**src/sv/ice_pkg.sv**
```systemverilog
`timescale 1ns / 1ps
// ----------------------------------------------------------------------------
// ice_pkg
// Shared widths, reset constant and payload types of the consensus estimator.
// ----------------------------------------------------------------------------
package ice_pkg;

  localparam int unsigned SAMPLE_W = 24;
  localparam int unsigned GROUP_W  = 7;

  localparam logic [SAMPLE_W-1:0] WINDOW_RESET = 24'd500;

  typedef struct packed {
    logic [SAMPLE_W-1:0] sample_distance;
    logic                last_of_list;
  } in_item_t;

  typedef struct packed {
    logic [SAMPLE_W-1:0] consensus_distance;
    logic [GROUP_W-1:0]  samples_averaged;
    logic                overflowed;
  } out_item_t;

endpackage

```
**src/sv/ice_ram.sv**
```systemverilog
`timescale 1ns / 1ps
// ----------------------------------------------------------------------------
// ice_ram
// Generic simple dual-port RAM: one write port, one registered read port.
// ----------------------------------------------------------------------------
module ice_ram #(
  parameter int unsigned WIDTH = 24,
  parameter int unsigned DEPTH = 64
) (
  input  logic                                    clk_i,
  input  logic                                    we_i,
  input  logic [((DEPTH > 1) ? $clog2(DEPTH) : 1)-1:0] waddr_i,
  input  logic [WIDTH-1:0]                        wdata_i,
  input  logic [((DEPTH > 1) ? $clog2(DEPTH) : 1)-1:0] raddr_i,
  output logic [WIDTH-1:0]                        rdata_o
);

  logic [WIDTH-1:0] mem_q [DEPTH];
  logic [WIDTH-1:0] rdata_q;

  always_ff @(posedge clk_i) begin
    if (we_i) begin
      mem_q[waddr_i] <= wdata_i;
    end
    rdata_q <= mem_q[raddr_i];
  end

  assign rdata_o = rdata_q;

endmodule

```
**src/sv/interval_consensus_estimator.sv**
```systemverilog
`timescale 1ns / 1ps
// ----------------------------------------------------------------------------
// interval_consensus_estimator
// Loads a list of distance samples and returns one consensus distance per list.
// ----------------------------------------------------------------------------
// Samples are kept in ascending order in one RAM: each accepted sample is
// insertion-sorted on arrival, shifting larger entries up one per cycle. The
// transfer marked last_of_list then starts evaluation: for n stored samples a
// two-pointer cluster scan (only for n >= 4), a sum over the chosen group of
// m samples, and a bit-serial divide. Three samples skip the scan, sum and
// divide: the chosen pair is halved with a shift. Input is not taken during
// evaluation; a finished result waits in the output register while the next
// list loads. Samples beyond MAX_SAMPLES are dropped and the result is
// flagged overflowed.
module interval_consensus_estimator #(
  parameter int unsigned MAX_SAMPLES = 64
) (
  input  logic                           clk_i,
  input  logic                           rst_ni,
  input  logic                           cfg_we_i,
  input  logic [ice_pkg::SAMPLE_W-1:0]   cfg_wdata_i,
  input  logic                           in_valid_i,
  output logic                           in_ready_o,
  input  ice_pkg::in_item_t              in_data_i,
  output logic                           out_valid_o,
  input  logic                           out_ready_i,
  output ice_pkg::out_item_t             out_data_o
);

  localparam int unsigned SW_ = ice_pkg::SAMPLE_W;
  localparam int unsigned AW  = (MAX_SAMPLES > 1) ? $clog2(MAX_SAMPLES) : 1;
  localparam int unsigned CW  = $clog2(MAX_SAMPLES + 1);
  localparam int unsigned SUMW = SW_ + CW;
  localparam int unsigned DCW = $clog2(SUMW + 1);
  localparam int unsigned GW  = ice_pkg::GROUP_W;

  localparam logic [3:0] S_IDLE    = 4'd0;
  localparam logic [3:0] S_INS     = 4'd1;
  localparam logic [3:0] S_PUT     = 4'd2;
  localparam logic [3:0] S_EVAL    = 4'd3;
  localparam logic [3:0] S_SC_RDI  = 4'd4;
  localparam logic [3:0] S_SC_BASE = 4'd5;
  localparam logic [3:0] S_SC_RDJ  = 4'd6;
  localparam logic [3:0] S_SC_CMP  = 4'd7;
  localparam logic [3:0] S_SC_RUN  = 4'd8;
  localparam logic [3:0] S_SC_END  = 4'd9;
  localparam logic [3:0] S_SUM_RD  = 4'd10;
  localparam logic [3:0] S_SUM_ACC = 4'd11;
  localparam logic [3:0] S_DIV     = 4'd12;
  localparam logic [3:0] S_OUT     = 4'd13;

  // control state
  logic [3:0]          state_q, state_d;
  logic [CW-1:0]       count_q, count_d;
  logic                ovf_q, ovf_d;
  logic                last_q, last_d;
  logic [SW_-1:0]      window_q, window_d;
  logic                out_valid_q, out_valid_d;

  // datapath
  ice_pkg::out_item_t  out_data_q, out_data_d;
  logic [SW_-1:0]      key_q, key_d;
  logic [AW-1:0]       ins_j_q, ins_j_d;
  logic [SW_-1:0]      smp_a_q, smp_a_d, smp_b_q, smp_b_d, smp_c_q, smp_c_d;
  logic [CW-1:0]       i_q, i_d, j_q, j_d;
  logic [SW_-1:0]      base_q, base_d;
  logic [CW-1:0]       best_q, best_d, best_start_q, best_start_d;
  logic [CW-1:0]       ptr_q, ptr_d, rem_cnt_q, rem_cnt_d, len_q, len_d;
  logic [SUMW-1:0]     sum_q, sum_d;
  logic [CW-1:0]       drem_q, drem_d;
  logic [DCW-1:0]      dcnt_q, dcnt_d;

  // RAM ports
  logic                ram_we;
  logic [AW-1:0]       ram_waddr, ram_raddr;
  logic [SW_-1:0]      ram_wdata, ram_rdata;

  // combinational helpers
  logic [CW-1:0]       cm1;
  logic [CW-1:0]       run;
  logic [SW_-1:0]      diff;
  logic [SW_-1:0]      dab, dbc, dac;
  logic [SW_:0]        pair;
  logic [CW:0]         trial, trial_sub;
  logic [GW+CW-1:0]    grp_ext;

  ice_ram #(
    .WIDTH (SW_),
    .DEPTH (MAX_SAMPLES)
  ) u_store (
    .clk_i   (clk_i),
    .we_i    (ram_we),
    .waddr_i (ram_waddr),
    .wdata_i (ram_wdata),
    .raddr_i (ram_raddr),
    .rdata_o (ram_rdata)
  );

  assign in_ready_o  = (state_q == S_IDLE);
  assign out_valid_o = out_valid_q;
  assign out_data_o  = out_data_q;

  always_comb begin
    cm1       = count_q - CW'(1);
    run       = j_q - i_q;
    diff      = ram_rdata - base_q;
    dab       = (smp_a_q > smp_b_q) ? smp_a_q - smp_b_q : smp_b_q - smp_a_q;
    dbc       = (smp_c_q > smp_b_q) ? smp_c_q - smp_b_q : smp_b_q - smp_c_q;
    dac       = (smp_c_q > smp_a_q) ? smp_c_q - smp_a_q : smp_a_q - smp_c_q;
    trial     = {drem_q, sum_q[SUMW-1]};
    trial_sub = trial - {1'b0, len_q};
    grp_ext   = {{GW{1'b0}}, len_q};
    if ((dab < dbc) && (dab < dac)) begin
      pair = {1'b0, smp_a_q} + {1'b0, smp_b_q};
    end else if ((dbc < dab) && (dbc < dac)) begin
      pair = {1'b0, smp_b_q} + {1'b0, smp_c_q};
    end else begin
      pair = {1'b0, smp_a_q} + {1'b0, smp_c_q};
    end
  end

  always_comb begin
    state_d      = state_q;
    count_d      = count_q;
    ovf_d        = ovf_q;
    last_d       = last_q;
    window_d     = window_q;
    out_valid_d  = out_valid_q;
    out_data_d   = out_data_q;
    key_d        = key_q;
    ins_j_d      = ins_j_q;
    smp_a_d      = smp_a_q;
    smp_b_d      = smp_b_q;
    smp_c_d      = smp_c_q;
    i_d          = i_q;
    j_d          = j_q;
    base_d       = base_q;
    best_d       = best_q;
    best_start_d = best_start_q;
    ptr_d        = ptr_q;
    rem_cnt_d    = rem_cnt_q;
    len_d        = len_q;
    sum_d        = sum_q;
    drem_d       = drem_q;
    dcnt_d       = dcnt_q;
    ram_we       = 1'b0;
    ram_waddr    = '0;
    ram_wdata    = '0;
    ram_raddr    = '0;

    if (cfg_we_i) begin
      window_d = cfg_wdata_i;
    end
    if (out_valid_q && out_ready_i) begin
      out_valid_d = 1'b0;
    end

    case (state_q)
      S_IDLE: begin
        if (in_valid_i) begin
          key_d  = in_data_i.sample_distance;
          last_d = in_data_i.last_of_list;
          if (count_q == CW'(MAX_SAMPLES)) begin
            ovf_d = 1'b1;
            if (in_data_i.last_of_list) begin
              state_d = S_EVAL;
            end
          end else begin
            // first three samples in arrival order, for the three-sample rule
            if (count_q == CW'(0)) smp_a_d = in_data_i.sample_distance;
            if (count_q == CW'(1)) smp_b_d = in_data_i.sample_distance;
            if (count_q == CW'(2)) smp_c_d = in_data_i.sample_distance;
            if (count_q == CW'(0)) begin
              ram_we    = 1'b1;
              ram_waddr = '0;
              ram_wdata = in_data_i.sample_distance;
              count_d   = count_q + CW'(1);
              if (in_data_i.last_of_list) begin
                state_d = S_EVAL;
              end
            end else begin
              ins_j_d   = cm1[AW-1:0];
              ram_raddr = cm1[AW-1:0];
              state_d   = S_INS;
            end
          end
        end
      end
      S_INS: begin
        // entry ins_j arrives; shift it up or drop the key above it
        ram_we    = 1'b1;
        ram_waddr = ins_j_q + AW'(1);
        if (ram_rdata > key_q) begin
          ram_wdata = ram_rdata;
          if (ins_j_q == '0) begin
            state_d = S_PUT;
          end else begin
            ins_j_d   = ins_j_q - AW'(1);
            ram_raddr = ins_j_q - AW'(1);
          end
        end else begin
          ram_wdata = key_q;
          count_d   = count_q + CW'(1);
          state_d   = last_q ? S_EVAL : S_IDLE;
        end
      end
      S_PUT: begin
        ram_we    = 1'b1;
        ram_waddr = '0;
        ram_wdata = key_q;
        count_d   = count_q + CW'(1);
        state_d   = last_q ? S_EVAL : S_IDLE;
      end
      S_EVAL: begin
        if (count_q <= CW'(2)) begin
          ptr_d     = '0;
          len_d     = count_q;
          rem_cnt_d = count_q;
          sum_d     = '0;
          state_d   = S_SUM_RD;
        end else if (count_q == CW'(3)) begin
          // mean of the pair is a plain halving
          sum_d   = SUMW'(pair[SW_:1]);
          len_d   = CW'(2);
          state_d = S_OUT;
        end else begin
          i_d          = '0;
          j_d          = '0;
          best_d       = '0;
          best_start_d = '0;
          state_d      = S_SC_RDI;
        end
      end
      S_SC_RDI: begin
        ram_raddr = i_q[AW-1:0];
        state_d   = S_SC_BASE;
      end
      S_SC_BASE: begin
        // run end never moves back; it only has to stay at or past the start
        base_d = ram_rdata;
        if (j_q < i_q) begin
          j_d = i_q;
        end
        state_d = S_SC_RDJ;
      end
      S_SC_RDJ: begin
        if (j_q == count_q) begin
          state_d = S_SC_RUN;
        end else begin
          ram_raddr = j_q[AW-1:0];
          state_d   = S_SC_CMP;
        end
      end
      S_SC_CMP: begin
        if (diff < window_q) begin
          j_d     = j_q + CW'(1);
          state_d = S_SC_RDJ;
        end else begin
          state_d = S_SC_RUN;
        end
      end
      S_SC_RUN: begin
        if (run > best_q) begin
          best_d       = run;
          best_start_d = i_q;
        end
        if (i_q == cm1) begin
          state_d = S_SC_END;
        end else begin
          i_d     = i_q + CW'(1);
          state_d = S_SC_RDI;
        end
      end
      S_SC_END: begin
        // no real cluster: average the whole list
        if (best_q <= CW'(1)) begin
          ptr_d     = '0;
          len_d     = count_q;
          rem_cnt_d = count_q;
        end else begin
          ptr_d     = best_start_q;
          len_d     = best_q;
          rem_cnt_d = best_q;
        end
        sum_d   = '0;
        state_d = S_SUM_RD;
      end
      S_SUM_RD: begin
        ram_raddr = ptr_q[AW-1:0];
        state_d   = S_SUM_ACC;
      end
      S_SUM_ACC: begin
        sum_d     = sum_q + SUMW'(ram_rdata);
        ptr_d     = ptr_q + CW'(1);
        rem_cnt_d = rem_cnt_q - CW'(1);
        if (rem_cnt_q == CW'(1)) begin
          drem_d  = '0;
          dcnt_d  = '0;
          state_d = S_DIV;
        end else begin
          state_d = S_SUM_RD;
        end
      end
      S_DIV: begin
        // restoring divide, quotient shifts into sum_q from the bottom
        if (trial >= {1'b0, len_q}) begin
          drem_d = trial_sub[CW-1:0];
          sum_d  = {sum_q[SUMW-2:0], 1'b1};
        end else begin
          drem_d = trial[CW-1:0];
          sum_d  = {sum_q[SUMW-2:0], 1'b0};
        end
        dcnt_d = dcnt_q + DCW'(1);
        if (dcnt_q == DCW'(SUMW - 1)) begin
          state_d = S_OUT;
        end
      end
      S_OUT: begin
        if (!out_valid_q || out_ready_i) begin
          out_valid_d                   = 1'b1;
          out_data_d.consensus_distance = sum_q[SW_-1:0];
          out_data_d.samples_averaged   = grp_ext[GW-1:0];
          out_data_d.overflowed         = ovf_q;
          count_d                       = '0;
          ovf_d                         = 1'b0;
          state_d                       = S_IDLE;
        end
      end
      default: begin
        state_d = S_IDLE;
      end
    endcase
  end

  always_ff @(posedge clk_i or negedge rst_ni) begin
    if (!rst_ni) begin
      state_q     <= S_IDLE;
      count_q     <= '0;
      ovf_q       <= 1'b0;
      last_q      <= 1'b0;
      window_q    <= ice_pkg::WINDOW_RESET;
      out_valid_q <= 1'b0;
    end else begin
      state_q     <= state_d;
      count_q     <= count_d;
      ovf_q       <= ovf_d;
      last_q      <= last_d;
      window_q    <= window_d;
      out_valid_q <= out_valid_d;
    end
  end

  always_ff @(posedge clk_i) begin
    out_data_q   <= out_data_d;
    key_q        <= key_d;
    ins_j_q      <= ins_j_d;
    smp_a_q      <= smp_a_d;
    smp_b_q      <= smp_b_d;
    smp_c_q      <= smp_c_d;
    i_q          <= i_d;
    j_q          <= j_d;
    base_q       <= base_d;
    best_q       <= best_d;
    best_start_q <= best_start_d;
    ptr_q        <= ptr_d;
    rem_cnt_q    <= rem_cnt_d;
    len_q        <= len_d;
    sum_q        <= sum_d;
    drem_q       <= drem_d;
    dcnt_q       <= dcnt_d;
  end

  a_count_bound: assert property (@(posedge clk_i) disable iff (!rst_ni)
    count_q <= CW'(MAX_SAMPLES))
    else $error("sample count beyond store depth");

  a_ins_range: assert property (@(posedge clk_i) disable iff (!rst_ni)
    (state_q == S_INS) |-> (CW'(ins_j_q) < count_q))
    else $error("insertion pointer outside stored samples");

  a_group_size: assert property (@(posedge clk_i) disable iff (!rst_ni)
    (state_q == S_OUT) |-> ((len_q != '0) && (len_q <= count_q)))
    else $error("averaged group empty or larger than the list");

endmodule

```
**config.mk**
```make
export PLATFORM = sky130hd
export DESIGN_NAME = interval_consensus_estimator
export DESIGN_NICKNAME = d
export VERILOG_FILES = /design/src/sv/ice_pkg.sv /design/src/sv/ice_ram.sv /design/src/sv/interval_consensus_estimator.sv
export SDC_FILE = /design/constraint.sdc
export NUM_CORES = 2
export LEC_CHECK = 0
export ABC_AREA = 1
export ABC_CLOCK_PERIOD_IN_PS = 12250
export BUFFER_PORTS_ARGS = -buffer_cell sky130_fd_sc_hd__buf_2
export CAP_MARGIN = 25
export CORE_MARGIN = 8
export CORE_UTILIZATION = 25
export DETAILED_ROUTE_END_ITERATION = 7
export GPL_TIMING_DRIVEN = 0
export SLEW_MARGIN = 20
export SYNTH_ARGS = -nofsm -noshare
export SYNTH_HDL_FRONTEND = slang
export SYNTH_HIERARCHICAL = 1
export SYNTH_SLANG_ARGS = --single-unit
```
**constraint.sdc**
```tcl
create_clock -name clk_i -period 12.25 [get_ports clk_i]
set_input_delay 3.675 -clock clk_i [delete_from_list [all_inputs] [get_ports clk_i]]
set_output_delay 3.675 -clock clk_i [all_outputs]
set_load 0.02 [all_outputs]
```
==> Implementation_results.wiki <==
{| class="wikitable"
! Metric !! Value
|-
| Hold path startpoint || len_q[3]
|-
| Most common cell on crit path || nand2_1
|-
| Portion of the clock cycle consumed by the worst path in the final layout || 68.2%
|-
| Final Slew Violations || 0
|-
| Setup tns final || 0 ps
|-
| Routed len/inst || 23.3 µm
|-
| Initial antenna violation count || 22
|-
| Total vias in the final route || 71,200
|-
| Number of failing setup endpoints in the final timing report || 0
|-
| CP arrival || 8920 ps
|-
| Most common library cells after synthesis || nand2_1 (2,758), edfxtp_1 (1,784), nand3_1 (1,460), inv_1 (579), a21oi_1 (423)
|-
| Min-delay worst type || flip-flop to flip-flop
|-
| FF+latch area || 55,000 µm²
|-
| Maximum fanout along the worst path || 10
|-
| Design internal power || 0.0160 W
|-
| Number of I/O port buffers || 86
|-
| Combinational share of power || 52.9%
|-
| H-tree depth || 4
|-
| Total net switching power || 0.0151 W
|-
| Footprint of the multi-input gates || 32,900 µm²
|-
| Detail Route Antenna Nets || 0
|-
| Type of element launching the critical path || flip-flop
|-
| Number of buffers inserted by post-CTS setup repair || 0
|-
| Largest stage delay on the critical path || 540 ps
|-
| Worst-Margin Slew || 1120 ps
|-
| Largest area contributor in the synthesized netlist || edfxtp_1
|-
| Pin count of the biggest net entering global routing || 53
|-
| Mean instance size in the synthesized netlist || 10.1 µm²
|-
| Final period demand of the worst path || 8350 ps
|-
| Required time worst endpoint || 12,810 ps
|-
| Slowest cell on the critical path || clkbuf_1
|-
| Clock Power Share || 18.6%
|-
| Worst flop-to-flop path startpoint || smp_a_q[0]
|-
| Slew margin rel. || 24.6%
|-
| Overall die height || 622 µm
|-
| Number of max-cap violations || 0
|-
| Via density || 4.91
|-
| Row cnt || 222
|-
| Placeable core region || 366,000 µm²
|-
| TritonCTS Sinks || 1,846
|-
| Synth Flop Type || edfxtp_1
|-
| Async S/R FF share, synth || 2.06%
|-
| Area of the mapped netlist || 91,700 µm²
|-
| Post-CTS clock slew at the launch and capture registers of the worst setup and hold paths || 60 ps
|-
| Leading cell type by number of instances after synthesis || nand2_1
|-
| Skew-Pair Late Insertion Delay || 890 ps
|-
| Number of distinct standard cells referenced by the synthesized netlist || 72
|-
| Critical path class || flip-flop to flip-flop
|-
| Leakage power || 41.4 nW
|-
| Number of register bits inferred by synthesis || 1,846
|-
| Cts repair resizes || 0
|-
| RSZ-0062 raised after global routing || no
|-
| Initial standard-cell utilization of the core || 25.1%
|-
| Crit. Startpoint || smp_a_q[0]
|-
| Remaining global-route overflow || 0
|-
| Layout Skew || 111 ps
|-
| Quantity of hold-fixing buffers added after cts || 0
|-
| Area share of the largest cell type after synthesis || 58.4%
|-
| DR DRC count || 0
|-
| Largest vdd supply drop || 0.000172 V
|-
| Number of nets in the layout || 9,983
|-
| Share of the yosys chip area belonging to registers || 60.0%
|-
| Total half-perimeter wirelength after legalization and detailed placement || 253,000 µm
|-
| Layout overhead on the synthesized area || 17.4%
|-
| Number of nets produced by synthesis || 9,578
|-
| Horiz. Die Dim || 622 µm
|-
| Vias in the first global route || 66,200
|-
| Num CTS Buffers || 195
|-
| Buffer depth of the longest clock path || 4
|-
| Final Hold Fails || 0
|-
| Number of DRC violations after detailed-routing iteration 0 || 9,093
|-
| Outcome || finished clean
|-
| Power density normalized to cell area || 289 nW/µm²
|-
| Clock tree from TritonCTS || done
|-
| Gate count after technology mapping || 9,122
|-
| Proportion of layout cells with a drive suffix above 1 || 9.48%
|-
| Sequential share of power || 28.4%
|-
| Switching portion of total power || 48.5%
|-
| Synthesis Warnings || 6
|-
| Highest attainable clock frequency || 120 MHz
|-
| Fill cell instance count of the final layout || 37,700
|-
| Worst hold slack after final layout || 470 ps
|-
| Final WL || 338,000 µm
|-
| Endpoint class of the critical path || flip-flop
|-
| Routability congestion estimate || 0.963
|-
| Floorplan die area || 387,000 µm²
|-
| DRT Pass-1 Iters || 7
|-
| Cell at the root of the clock tree || clkbuf_16
|-
| Number of top-level pins || 88
|-
| Total GRT Usage || 16.6%
|-
| Count of flip-flops with a built-in enable after synthesis || 1,784
|-
| Synth area leaders || edfxtp_1 (58%), nand2_1 (11%), nand3_1 (8.0%), ha_1 (5.3%), inv_1 (2.4%)
|-
| Global-route wire length before repair || 476,000 µm
|}
flip-flops by register name (all words and copies together), names as in the netlist, 24 cells and up:
register,cells
base_q,24
key_q,24
out_data_o,32
u_store/mem_q,1536
smp_c_q,24
window_q,24
u_store/rdata_o,24
smp_b_q,24
smp_a_q,24
sum_q,31
logic make-up (layout without fill, tap and decap cells):
family | after synthesis | in the layout | share of synthesized area [%]
buffers and inverters | 1005 | 1562 | 5.04
XOR/XNOR | 172 | 172 | 1.65
AND/OR/NAND/NOR | 4718 | 4718 | 21.7
adder cells (fa/ha/maj) | 402 | 402 | 5.58
flip-flops | 1846 | 1846 | 60.0
AO/OA/AOI/OAI | 968 | 968 | 5.96
multiplexers | 11 | 11 | 0.121
other | 0 | 11 | 0
path summary, 6_finish.rpt:
check	slack (ps)	cells past startpoint	to
worst min register to register	470	0	out_data_o[4]
min in group asynchronous	2740	1	window_q[9]
worst max register to register	3900	41	sum_q[15]
worst min-delay path	470	0	out_data_o[4]
worst max-delay path	3900	41	sum_q[15]
max in group asynchronous	8960	2	window_q[5]
layout by cell type, fill, tap and decap left out, types with 17 or more instances in the layout:
master	count
nand3_4	20
a31oi_1	28
a21o_1	17
nand2_1	2755
clkinv_2	35
buf_1	31
o21a_1	26
a21oi_1	422
buf_16	54
o21ai_1	21
xnor2_1	30
nor3_1	59
nand4_1	38
o21ai_0	301
clkinv_1	54
inv_1	579
bufinv_16	17
buf_2	273
buf_12	44
dfrtp_1	32
buf_6	59
clkbuf_16	195
dfxtp_1	24
nor2_4	70
ha_1	390
nor2_1	283
xor2_1	141
buf_4	53
edfxtp_1	1784
nand3_1	1439
clkbuf_1	131
critical path, delay by kind of cell (launching register included):
kind,cells,cell delay (ps)
adders and majority gates,4,1530
and+or+nand+nor,16,1750
DFF,1,530
xor gates and xnor gates,1,160
buffers and inverters,8,1660
AOI/OAI and AO/OA,12,2400
stage by stage:
stage | area, µm² | worst slack, ps | instances | total power [W] | utilization (%)
final | 108000 | 3900 | 14500 | 0.0311 | 29.5
after global routing | 108000 | 3410 | 14500 | 0.0325 | 29.4
after CTS | 108000 | 4090 | 14500 | 0.0307 | 29.4
after detailed placement | 102000 | 4120 | 14100 | 0.0249 | 27.8
after global placement | 98200 | 1650 | 14000 | 0.0246 | 26.9
after floorplan | 91700 | 5090 | 9122 | 0.0178 | -
per-layer routing:
| layer | up-vias | track usage, % | wire length [µm] |
|---|---|---|---|
| met2 | 3581 | 25.7 | 148000 |
| met5 | - | 0 | 41 |
| met1 | 34500 | 22.4 | 139000 |
| li1 | 32500 | - | - |
| met3 | 679 | 3.71 | 34400 |
| met4 | 6 | 6.98 | 16600 |
area by class of cell:
cell class                      instances  area share, %
Sequential cell                      1846           51.1
Clock buffer                          231           4.67
Timing Repair Buffer                  208           2.75
Multi-Input combinational cell       6271           30.6
Tap cell                             4816           5.60
Clock inverter                        118          0.998
Buffer                                412           2.23
Antenna cell                           11         0.0256
Inverter                              593           2.07
power groups by stage:
| stage | Combinational, W | Clock (W) | Sequential (W) |
|---|---|---|---|
| 2_1_floorplan | 0.00887 | 0 | 0.00889 |
| 3_3_place_gp | 0.0153 | 0 | 0.00934 |
| 3_5_place_dp | 0.0160 | 0 | 0.00895 |
| 4_1_cts | 0.0160 | 0.00587 | 0.00882 |
| 5_1_grt | 0.0175 | 0.00610 | 0.00885 |
| 6_report | 0.0165 | 0.00579 | 0.00883 |
No activity file was read; power rests on OpenSTA's default activity.
